`src/hdl/rrcb_pkg.sv`:
```
package rrcb_pkg;

	localparam int unsigned SIDE_W  = 13;
	localparam int unsigned POS_W   = 12;
	localparam int unsigned CHAN_W  = 8;
	localparam int unsigned DIST_W  = 15;
	localparam int unsigned MAG_W   = 13;
	localparam int unsigned SQ_W    = 2 * MAG_W;
	localparam int unsigned SUM_W   = SQ_W + 1;
	localparam int unsigned MIX_W   = 2 * CHAN_W;
	localparam int unsigned IDX_W   = 3;
	localparam int unsigned CFG_W   = 24;

	typedef enum logic [IDX_W-1:0] {
		REG_RECT_WIDTH    = 3'd0,
		REG_RECT_HEIGHT   = 3'd1,
		REG_RADIUS_TL     = 3'd2,
		REG_RADIUS_TR     = 3'd3,
		REG_RADIUS_BL     = 3'd4,
		REG_RADIUS_BR     = 3'd5,
		REG_FILL_RGB      = 3'd6,
		REG_FILL_ALPHA    = 3'd7
	} reg_index_t;

	typedef struct packed {
		logic en_s5;
		logic en_s6;
	} blend_en_t;

endpackage

```
`src/hdl/rrcb_blend.sv`:
```
module rrcb_blend (
	input  logic                             clk,
	input  rrcb_pkg::blend_en_t              en,
	input  logic [rrcb_pkg::CHAN_W-1:0]      bg,
	input  logic [rrcb_pkg::CHAN_W-1:0]      fg,
	input  logic [rrcb_pkg::CHAN_W-1:0]      alpha,
	output logic [rrcb_pkg::CHAN_W-1:0]      res
);

	logic [rrcb_pkg::MIX_W-1:0] num_s5;
	logic [rrcb_pkg::MIX_W-1:0] num_d;
	logic [rrcb_pkg::MIX_W:0]   quot_d;
	logic [rrcb_pkg::CHAN_W-1:0] res_s6;

	assign num_d = bg * (8'd255 - alpha) + fg * alpha;

	// Exact floor division by 255 for any numerator up to 255 * 255.
	assign quot_d = {1'b0, num_s5} + 17'd1 + {9'd0, num_s5[15:8]};

	always_ff @(posedge clk) begin
		if (en.en_s5) begin
			num_s5 <= num_d;
		end
		if (en.en_s6) begin
			res_s6 <= quot_d[15:8];
		end
	end

	assign res = res_s6;

endmodule

```
`src/hdl/rounded_rect_coverage_blend.sv`:
```
// Throughput: one pixel per cycle unless m_tready stalls the output; each of
// the six stages holds one pixel and a stage moves on whenever the stage
// after it is empty or moving.
// Reset: arst_n clears all stage valid bits and loads the register defaults
// (sides 1, radii 0, fill color 0, fill alpha 255).
module rounded_rect_coverage_blend #(
	parameter int unsigned MAX_SIDE = 4096
) (
	input  logic                                clk,
	input  logic                                arst_n,
	input  logic                                wr_en,
	input  logic [rrcb_pkg::IDX_W-1:0]          wr_index,
	input  logic [rrcb_pkg::CFG_W-1:0]          wr_data,
	input  logic                                s_tvalid,
	output logic                                s_tready,
	// col_offset[11:0], row_offset[23:12], bg_red[31:24], bg_green[39:32], bg_blue[47:40]
	input  logic [47:0]                         s_tdata,
	output logic                                m_tvalid,
	input  logic                                m_tready,
	// out_red[7:0], out_green[15:8], out_blue[23:16], out_alpha[31:24]
	output logic [31:0]                         m_tdata,
	// covered[0]
	output logic                                m_tuser
);

	localparam int unsigned SW = rrcb_pkg::SIDE_W;
	localparam int unsigned PW = rrcb_pkg::POS_W;
	localparam int unsigned CW = rrcb_pkg::CHAN_W;
	localparam int unsigned DW = rrcb_pkg::DIST_W;
	localparam int unsigned MW = rrcb_pkg::MAG_W;

	logic [SW-1:0]   width_q, height_q;
	logic [CW-1:0]   rad_tl_q, rad_tr_q, rad_bl_q, rad_br_q;
	logic [23:0]     fill_rgb_q;
	logic [CW-1:0]   fill_alpha_q;
	logic [SW-1:0]   wr_side;

	always_comb begin
		if (32'(wr_data[SW-1:0]) > MAX_SIDE) begin
			wr_side = SW'(MAX_SIDE);
		end else begin
			wr_side = wr_data[SW-1:0];
		end
	end

	always_ff @(posedge clk or negedge arst_n) begin
		if (!arst_n) begin
			width_q      <= SW'(1);
			height_q     <= SW'(1);
			rad_tl_q     <= '0;
			rad_tr_q     <= '0;
			rad_bl_q     <= '0;
			rad_br_q     <= '0;
			fill_rgb_q   <= '0;
			fill_alpha_q <= 8'hFF;
		end else if (wr_en) begin
			unique case (rrcb_pkg::reg_index_t'(wr_index))
				rrcb_pkg::REG_RECT_WIDTH:  width_q      <= wr_side;
				rrcb_pkg::REG_RECT_HEIGHT: height_q     <= wr_side;
				rrcb_pkg::REG_RADIUS_TL:   rad_tl_q     <= wr_data[CW-1:0];
				rrcb_pkg::REG_RADIUS_TR:   rad_tr_q     <= wr_data[CW-1:0];
				rrcb_pkg::REG_RADIUS_BL:   rad_bl_q     <= wr_data[CW-1:0];
				rrcb_pkg::REG_RADIUS_BR:   rad_br_q     <= wr_data[CW-1:0];
				rrcb_pkg::REG_FILL_RGB:    fill_rgb_q   <= wr_data[23:0];
				rrcb_pkg::REG_FILL_ALPHA:  fill_alpha_q <= wr_data[CW-1:0];
				default: ;
			endcase
		end
	end

	// Stage control.
	logic v_s1, v_s2, v_s3, v_s4, v_s5, v_s6;
	logic en_s1, en_s2, en_s3, en_s4, en_s5, en_s6;

	assign en_s6    = !v_s6 || m_tready;
	assign en_s5    = !v_s5 || en_s6;
	assign en_s4    = !v_s4 || en_s5;
	assign en_s3    = !v_s3 || en_s4;
	assign en_s2    = !v_s2 || en_s3;
	assign en_s1    = !v_s1 || en_s2;
	assign s_tready = en_s1;
	assign m_tvalid = v_s6;

	always_ff @(posedge clk or negedge arst_n) begin
		if (!arst_n) begin
			v_s1 <= 1'b0;
			v_s2 <= 1'b0;
			v_s3 <= 1'b0;
			v_s4 <= 1'b0;
			v_s5 <= 1'b0;
			v_s6 <= 1'b0;
		end else begin
			if (en_s1) v_s1 <= s_tvalid;
			if (en_s2) v_s2 <= v_s1;
			if (en_s3) v_s3 <= v_s2;
			if (en_s4) v_s4 <= v_s3;
			if (en_s5) v_s5 <= v_s4;
			if (en_s6) v_s6 <= v_s5;
		end
	end

	// Stage 1: quadrant and radius selection.
	logic [PW-1:0] col_in, row_in;
	logic          left_d, top_d;
	logic [CW-1:0] rad_d;

	assign col_in = s_tdata[11:0];
	assign row_in = s_tdata[23:12];
	assign left_d = {1'b0, col_in} <= (width_q >> 1);
	assign top_d  = {1'b0, row_in} <= (height_q >> 1);

	always_comb begin
		case ({top_d, left_d})
			2'b11:   rad_d = rad_tl_q;
			2'b10:   rad_d = rad_tr_q;
			2'b01:   rad_d = rad_bl_q;
			default: rad_d = rad_br_q;
		endcase
	end

	logic [PW-1:0] col_s1, row_s1;
	logic [CW-1:0] rad_s1;
	logic [CW-1:0] bgr_s1, bgg_s1, bgb_s1;

	always_ff @(posedge clk) begin
		if (en_s1) begin
			col_s1 <= col_in;
			row_s1 <= row_in;
			rad_s1 <= rad_d;
			bgr_s1 <= s_tdata[31:24];
			bgg_s1 <= s_tdata[39:32];
			bgb_s1 <= s_tdata[47:40];
		end
	end

	// Stage 2: corner distances.
	logic signed [DW-1:0] lo_x, hi_x, lo_y, hi_y;

	assign lo_x = $signed({7'd0, rad_s1}) - $signed({3'd0, col_s1});
	assign hi_x = $signed({3'd0, col_s1}) + $signed({7'd0, rad_s1}) + 15'sd1
		- $signed({2'd0, width_q});
	assign lo_y = $signed({7'd0, rad_s1}) - $signed({3'd0, row_s1});
	assign hi_y = $signed({3'd0, row_s1}) + $signed({7'd0, rad_s1}) + 15'sd1
		- $signed({2'd0, height_q});

	logic signed [DW-1:0] rx_s2, ry_s2;
	logic [CW-1:0]        rad_s2;
	logic [CW-1:0]        bgr_s2, bgg_s2, bgb_s2;

	always_ff @(posedge clk) begin
		if (en_s2) begin
			rx_s2  <= (lo_x > hi_x) ? lo_x : hi_x;
			ry_s2  <= (lo_y > hi_y) ? lo_y : hi_y;
			rad_s2 <= rad_s1;
			bgr_s2 <= bgr_s1;
			bgg_s2 <= bgg_s1;
			bgb_s2 <= bgb_s1;
		end
	end

	// Stage 3: squares. A distance at or below zero covers the pixel outright,
	// so only the positive magnitudes need squaring.
	logic [rrcb_pkg::SQ_W-1:0]  rx_sq_s3, ry_sq_s3;
	logic [rrcb_pkg::MIX_W-1:0] rad_sq_s3;
	logic                       inside_s3;
	logic [CW-1:0]              bgr_s3, bgg_s3, bgb_s3;

	always_ff @(posedge clk) begin
		if (en_s3) begin
			rx_sq_s3  <= rx_s2[MW-1:0] * rx_s2[MW-1:0];
			ry_sq_s3  <= ry_s2[MW-1:0] * ry_s2[MW-1:0];
			rad_sq_s3 <= rad_s2 * rad_s2;
			inside_s3 <= (rx_s2 <= 15'sd0) || (ry_s2 <= 15'sd0);
			bgr_s3    <= bgr_s2;
			bgg_s3    <= bgg_s2;
			bgb_s3    <= bgb_s2;
		end
	end

	// Stage 4: distance test and effective alpha.
	logic [rrcb_pkg::SUM_W-1:0] dist_sum;
	logic                       cov_d;
	logic                       cov_s4;
	logic [CW-1:0]              alpha_s4;
	logic [CW-1:0]              bgr_s4, bgg_s4, bgb_s4;

	assign dist_sum = {1'b0, rx_sq_s3} + {1'b0, ry_sq_s3};
	assign cov_d    = inside_s3 || (dist_sum < {11'd0, rad_sq_s3});

	always_ff @(posedge clk) begin
		if (en_s4) begin
			cov_s4   <= cov_d;
			alpha_s4 <= cov_d ? fill_alpha_q : '0;
			bgr_s4   <= bgr_s3;
			bgg_s4   <= bgg_s3;
			bgb_s4   <= bgb_s3;
		end
	end

	// Stages 5 and 6: blend products, then division by 255.
	rrcb_pkg::blend_en_t blend_en;
	logic [CW-1:0]       alpha_s5, alpha_s6;
	logic                cov_s5, cov_s6;
	logic [CW-1:0]       red_res, green_res, blue_res;

	assign blend_en.en_s5 = en_s5;
	assign blend_en.en_s6 = en_s6;

	always_ff @(posedge clk) begin
		if (en_s5) begin
			cov_s5   <= cov_s4;
			alpha_s5 <= alpha_s4;
		end
		if (en_s6) begin
			cov_s6   <= cov_s5;
			alpha_s6 <= alpha_s5;
		end
	end

	rrcb_blend u_blend_red (
		.clk   (clk),
		.en    (blend_en),
		.bg    (bgr_s4),
		.fg    (fill_rgb_q[23:16]),
		.alpha (alpha_s4),
		.res   (red_res)
	);

	rrcb_blend u_blend_green (
		.clk   (clk),
		.en    (blend_en),
		.bg    (bgg_s4),
		.fg    (fill_rgb_q[15:8]),
		.alpha (alpha_s4),
		.res   (green_res)
	);

	rrcb_blend u_blend_blue (
		.clk   (clk),
		.en    (blend_en),
		.bg    (bgb_s4),
		.fg    (fill_rgb_q[7:0]),
		.alpha (alpha_s4),
		.res   (blue_res)
	);

	assign m_tdata = {alpha_s6, blue_res, green_res, red_res};
	assign m_tuser = cov_s6;

endmodule
```
`config.mk`:
```
export PLATFORM = sky130hd
export DESIGN_NAME = rounded_rect_coverage_blend
export DESIGN_NICKNAME = d
export VERILOG_FILES = /design/src/hdl/rrcb_pkg.sv /design/src/hdl/rrcb_blend.sv /design/src/hdl/rounded_rect_coverage_blend.sv
export SDC_FILE = /design/constraint.sdc
export NUM_CORES = 2
export LEC_CHECK = 0
export ABC_AREA = 1
export BUFFER_PORTS_ARGS = -buffer_cell sky130_fd_sc_hd__buf_2
export CAP_MARGIN = 20
export CELL_PAD_IN_SITES_DETAIL_PLACEMENT = 1
export CELL_PAD_IN_SITES_GLOBAL_PLACEMENT = 2
export CORE_MARGIN = 2
export CORE_UTILIZATION = 37
export DETAILED_ROUTE_END_ITERATION = 10
export PLACE_DENSITY = 0.89
export SETUP_SLACK_MARGIN = 0.4
export SLEW_MARGIN = 25
export SYNTH_ARGS = -nofsm -noshare
export SYNTH_HDL_FRONTEND = slang
export SYNTH_SLANG_ARGS = --single-unit
export TNS_END_PERCENT = 30
```
`constraint.sdc`:
```
create_clock -name clk -period 8.3 [get_ports clk]
set_clock_uncertainty 0.15 [all_clocks]
set_input_delay 0.83 -clock clk [delete_from_list [all_inputs] [get_ports clk]]
set_output_delay 0.83 -clock clk [all_outputs]
set_load 0.01 [all_outputs]
```
# Word level (Yosys, flattened, before mapping)
# Index checks and enable logic that the tools add are counted.
classes:
  add_sub_neg: 19
  n_mul: 9
  n_lt_le_gt_ge: 8
  eq_ne: 10
  mux: 4
  reduce_logical: 23
op_table:
  columns: ["operator", "n"]
  rows:
  - ["8-bit by 8-bit multiplier with 16-bit output", 4]
  - ["13-bit by 13-bit multiplier with 26-bit output", 2]
  - ["16-bit by 1-bit adder with 16-bit output (second input constant)", 3]
  - ["16-bit adder", 3]
  - ["16-bit by 8-bit adder with 16-bit output", 3]
  - ["8-bit by 16-bit multiplier with 16-bit output", 3]
  - ["13-bit by 15-bit > comparator with 1-bit output", 2]
  - ["15-bit by 1-bit less-or-equal comparator with 1-bit output (second input constant)", 2]
  - ["15-bit two-way mux", 2]
  - ["14-bit by 13-bit subtractor with 15-bit output", 2]
  - ["13-bit by 1-bit adder with 14-bit output (second input constant)", 2]
  - ["26-bit by 26-bit adder with 27-bit output", 1]
  - ["27-bit by 16-bit less-than comparator with 1-bit output", 1]
  - ["12-bit by 8-bit adder with 13-bit output", 2]
  - ["8-bit by 12-bit subtractor with 13-bit output", 2]
  - ["12-bit less-or-equal comparator", 2]
  - ["8-bit case mux with 3 select lines", 1]
  - ["2-bit AND reduction", 8]
  - ["13-bit > comparator (second input constant)", 1]
  - ["13-bit two-way mux", 1]
  - ["3-bit == test (second input constant)", 4]
  - ["8-bit by 8-bit subtractor with 9-bit output (first input constant)", 1]
  - ["1-bit logical OR", 8]
  - ["3-bit by 2-bit == test with 1-bit output (second input constant)", 2]
  - ["other kinds (5)", 11]
word_totals:
  reg_bits: 430
  input_bits: 80
  output_inout_bits: 35
  elab_cells: 121

# Logic depth before layout (Yosys ltp)
logic_depth:
  depth_word: 7
  depth_mapped: 26

# By module
# From an unflattened synthesis, not the netlist that was laid out.
hier_totals:
  hier_cells: 5564
  hier_area_um2: 46966.3
by_module_without_submodules:
  columns: ["module", "n_inst", "cells_each", "area_per_inst_um2"]
  rows:
  - ["rounded_rect_coverage_blend", 1, 3155, 29069.1]
  - ["rrcb_blend (u_blend_blue ...)", 2, 806, 5970.7]
  - ["rrcb_blend (u_blend_red)", 1, 797, 5955.7]

# Worst setup path after synthesis
# Ideal clock, no wire load.
synth_path:
  kind: "in2out"
  start: "input m_tready"
  end: "output s_tready"
  t_arrival_ns: 7.063
  slack_ns: 0.257
  cell_stages: 10
  n_path_buf: 0
  cell_sequence: "nor2_1 > inv_1 > nor2_1 > inv_1 > nor2_1 > inv_1 > nor2_1 > inv_1 > nor2_1 > nand2_1"
synth_between:
  elab_chain_len: 6
synth_lines:
  columns: ["element", "line_no", "source"]
  rows:
  - ["from (decl)", "rounded_rect_coverage_blend.sv:19", "input logic m_tready,"]
  - ["1-bit logical OR", "rounded_rect_coverage_blend.sv:75", "assign en_s6 = !v_s6 || m_tready;"]
  - ["via en_s6", "rounded_rect_coverage_blend.sv:73", "logic en_s1, en_s2, en_s3, en_s4, en_s5, en_s6;"]
  - ["1-bit logical OR", "rounded_rect_coverage_blend.sv:76", "assign en_s5 = !v_s5 || en_s6;"]
  - ["via en_s5", "rounded_rect_coverage_blend.sv:73", null]
  - ["1-bit logical OR", "rounded_rect_coverage_blend.sv:77", "assign en_s4 = !v_s4 || en_s5;"]
  - ["via en_s4", "rounded_rect_coverage_blend.sv:73", null]
  - ["1-bit logical OR", "rounded_rect_coverage_blend.sv:78", "assign en_s3 = !v_s3 || en_s4;"]
  - ["via en_s3", "rounded_rect_coverage_blend.sv:73", null]
  - ["1-bit logical OR", "rounded_rect_coverage_blend.sv:79", "assign en_s2 = !v_s2 || en_s3;"]
  - ["1-bit logical OR", "rounded_rect_coverage_blend.sv:80", "assign en_s1 = !v_s1 || en_s2;"]
  - ["to (decl)", "rounded_rect_coverage_blend.sv:15", "output logic s_tready,"]
# The timed path passes the listed nets, and every way through them passes these cells.

# Worst setup path after layout
layout_path:
  start: "register alpha_s4[3]"
  end: "register u_blend_blue.num_s5[12] (netlist name) (data pin)"
layout_between:
  elab_chain_len: 3
  elab_cells_between_ends: 4
  classes_between: "add/sub (2); mul (2)"
layout_lines:
  columns: ["element", "line_no", "source"]
  rows:
  - ["from (decl)", "rounded_rect_coverage_blend.sv:184", "logic [CW-1:0] alpha_s4;"]
  - ["from (signal assigned)", "rounded_rect_coverage_blend.sv:193", "alpha_s4 <= cov_d ? fill_alpha_q : '0;"]
  - ["8-bit by 8-bit subtractor with 9-bit output", "rrcb_blend.sv:15", "assign num_d = bg * (8'd255 - alpha) + fg * alpha;"]
  - ["8-bit by 16-bit multiplier with 16-bit output", "rrcb_blend.sv:15", null]
  - ["16-bit adder *", "rrcb_blend.sv:15", null]
  - ["via u_blend_blue.num_d (one bit)", "rrcb_blend.sv:11", "logic [rrcb_pkg::MIX_W-1:0] num_d;"]
  - ["to (signal assigned)", "rrcb_blend.sv:22", "num_s5 <= num_d;"]
  - ["to (decl)", "rrcb_blend.sv:10", "logic [rrcb_pkg::MIX_W-1:0] num_s5;"]
# Mark *: on every way through the listed nets, which the timed path passes. The rest lies on a longest branch.
# A chain may end at the register's enable or synchronous reset.

==> results.sh <==
export IMPL_global_route_wire_length_before_repair_um=197000
export IMPL_setup_repair_after_global_routing_missed_its_margin="no"
export IMPL_max_slew_worst_pin_slew_ns=1.03
export IMPL_total_clock_buffers_created_by_cts=50
export IMPL_synth_edf_count=331
export IMPL_drt_wirelength_per_cell_um=17.7
export IMPL_startpoint_type="flip-flop"
export IMPL_syn2layout_area_growth_pct=8.86
export IMPL_drt_initial_drc_count=1652
export IMPL_multi_input_area_um2=27200
export IMPL_standard_cell_core_area_um2=121000
export IMPL_floorplan_initialDensity_pct=37.2
export IMPL_synth_cell_type_count=55
export IMPL_setup_viol=0
export IMPL_hpwl_um=98500
export IMPL_crit_path_max_incr_delay_ns=0.92
export IMPL_share_of_layout_cells_above_drive_strength_1_pct=5.45
export IMPL_fin_crit_ns=6.46
export IMPL_global_route_overflow_total=0
export IMPL_status="completed"
export IMPL_dieWidth_um=353
export IMPL_clock_sinks=427
export IMPL_final_setup_tns_ns=0
export IMPL_cp_required_ns=8.54
export IMPL_synth_seq_cells=427
export IMPL_finalHoldViolations=0
export IMPL_max_cap_violations=0
export IMPL_period_share_pct=77.9
export IMPL_postSynthCellCount=5097
export IMPL_antenna_cells_inserted=0
export IMPL_fmax_ghz=0.155
export IMPL_place_gp_congestion=0.867
export IMPL_post_cts_resize_count=0
export IMPL_number_of_buffers_between_clock_root_and_the_deepest_sink=3
export IMPL_asyncSetResetFlopFracSynth_pct=22.5
export IMPL_cts_clk_slew_worst_paths_ns=0.07
export IMPL_fp_dieArea_um2=125000
export IMPL_net_count_final=6291
export IMPL_crit_top_cell="fa_1"
export IMPL_rows=128
export IMPL_synth_top_area_share_pct=23.1
export IMPL_ff_latch_area_um2=12400
export IMPL_detail_route_wirelength_um=121000
export IMPL_numPortBuffers=114
export IMPL_timing_hold_ws_ns=0.0796
export IMPL_cpLargestDelayFamily="adder cells"
export IMPL_ys_warnings_count=0
export IMPL_yosys_area_top_type="fa_1"
export IMPL_synth_top_cells_by_area="fa_1 23%, edfxtp_1 22%, ha_1 14%"
export IMPL_pin_count=115
export IMPL_clock_latency_ns=0.64
export IMPL_critical_path_cell_chain="buf_4 -> buf_4 -> nor2_1 -> fa_1 -> inv_1 -> fa_1 -> inv_1 -> fa_1 -> fa_1 -> fa_1 -> inv_1 -> fa_1 -> inv_1 -> ha_1 -> a21oi_1 -> nand2_1 -> nand3_1 -> nand2_1 -> a21oi_1 -> nor2_1 -> nor2_1 -> xnor2_1"
export IMPL_holdBufCountCts=0
export IMPL_post_drt_via_cell_ratio=4.80
export IMPL_postRouteAntennaNets=0
export IMPL_hp_class="primary input to async pin"
export IMPL_h_tree_depth=2
export IMPL_synth_area_um2=45200
export IMPL_path_max_fanout=21
export IMPL_postCtsSetupBuffers=0
export IMPL_path_buf_inv=6
export IMPL_timing_critical_path_to_type="flip-flop"
export IMPL_routed_via_count=32836
export IMPL_antenna_found_initial=3
export IMPL_drcViolationCount=0
export IMPL_grt_pass1_vias=36707
export IMPL_dieHeight_um=353
export IMPL_clk_root_buffer_cell="clkbuf_16"
export IMPL_firstDrtPassIters=5
export IMPL_timing_max_transition_violations_final=0
export IMPL_arrival_ns=6.71
export IMPL_timing_max_slew_rel_slack_pct=31.5
export IMPL_synth_area_per_cell_um2=8.86
export IMPL_timing_worst_setup_path_type="flip-flop to flip-flop"
export IMPL_grt_max_degree=74
export IMPL_filler_cell_count=14408
export IMPL_synth_seq_area_share_pct=27.4
export IMPL_timing_critical_path_slowest_stage_cell="edfxtp_1"
export IMPL_grtUsageTotal_pct=19.9
export IMPL_clock_tree_from_tritoncts="yes"
export IMPL_synth_flop_cell="edfxtp_1"
[cells by family (layout without fill, tap and decap cells)]
kind of cell             count (synthesis)  count (layout)  share of synthesized area (%)
buffers and inverters                 1491            1603                           12.4
AND/OR/NAND/NOR                       1479            1479                           13.2
flip-flops                             427             427                           27.4
adder cells (fa/ha/maj)               1041            1041                           37.5
XOR/XNOR                               189             189                           3.68
AO/OA/AOI/OAI                          458             458                           5.51
other                                    1               3                        0.00830
multiplexers                            11              11                          0.274
[worst register-to-register path, delay by kind of cell, from the launching register on]
family	cells	cell delay [ns]
xor+xnor	1	0.07
buf+inv	6	0.84
compound gates	2	0.36
fa+ha+maj	7	3.33
flops	1	0.92
simple gates	6	0.53
[routing by layer]
layer	GRT usage (%)	routed length [um]
met4	5.76	3470
met5	0	0
met3	2.96	5370
met2	34.6	59200
met1	25.5	53100
[flip-flops by register name (all words and copies together), names as in the netlist, 13 cells and up]
name and flops:
width_q 13, u_blend_green.num_s5 16, u_blend_red.num_s5 16, u_blend_blue.num_s5 16
rx_s2 15, ry_sq_s3 25, rx_sq_s3 25, rad_sq_s3 15
height_q 13, fill_rgb_q 24, ry_s2 15
[path summary, 6_finish.rpt]
| kind | startpoint | to | slack [ns] | cells after the start |
|---|---|---|---|---|
| worst max-delay path | alpha_s4[3] | u_blend_blue.num_s5[12] | 1.84 | 22 |
| worst min-delay path | arst_n | height_q[12] | 0.08 | 1 |
| worst max register to register | alpha_s4[3] | u_blend_blue.num_s5[12] | 1.84 | 22 |
| worst min register to register | bgr_s3[7] | bgr_s4[7] | 0.26 | 0 |
| max in group asynchronous | arst_n | fill_rgb_q[13] | 6.72 | 2 |
| min in group clk | s_tdata[46] | bgb_s1[6] | 0.21 | 1 |
[through the flow]
step	instances	util (%)	instance area, um2	setup slack [ns]
detailed placement	6743	39.1	47500	1.85
finish	6836	40.5	49200	1.84
CTS	6836	40.5	49200	1.84
floorplan	5099	-	45200	1.08
global route	6836	40.5	49200	1.47
global placement	6742	39.1	47500	1.92
[cell type report]
type	count	area share [%]
Timing Repair Buffer	136	1.52
Clock buffer	72	2.90
Sequential cell	427	25.1
Inverter	1374	10.5
Multi-Input combinational cell	3181	55.4
Tap cell	1625	4.14
Clock inverter	21	0.463
[synthesized netlist by cell type, types with 7 or more instances]
library cell  number
o21bai_1          22
or2_2              7
nand2_1         1016
o211ai_1          13
o21ai_0          153
dfstp_2           10
clkbuf_1         103
nand2_2            8
inv_2              8
fa_1             521
inv_1           1363
xnor2_1           55
ha_1             520
nor2_1           258
a21oi_1          224
nand3_1           88
nor3_1            23
nor4_1            12
nand4_1           35
buf_1             10
dfrtp_1           86
edfxtp_1         331
a21o_1            11
mux2_2            11
xor2_1           133
nor2_2            10
[cells in the final DEF (no fill, tap or decap), drive strengths merged, types with 4 or more instances in the layout]
cell,Yosys,final
fa,521,521
nand2,1025,1025
nor2,269,269
xor2,134,134
or2,8,8
clkinvlp,0,6
nand3b,5,5
dfstp,10,10
a21oi,224,224
o21ai,159,159
a21o,11,11
xnor2,55,55
a31oi,5,5
clkinv,3,16
nand4,36,36
buf,14,136
dfrtp,86,86
nor3,26,26
o21a,6,6
o211ai,13,13
mux2,11,11
a211oi,4,4
nor4,12,12
edfxtp,331,331
nand3,90,90
inv,1371,1372
clkbuf,103,72
o21bai,22,22
ha,520,520
Power is left out: the tool's default activity adds up to more than one toggle a clock period on the data nets, which glitch-free logic cannot reach.
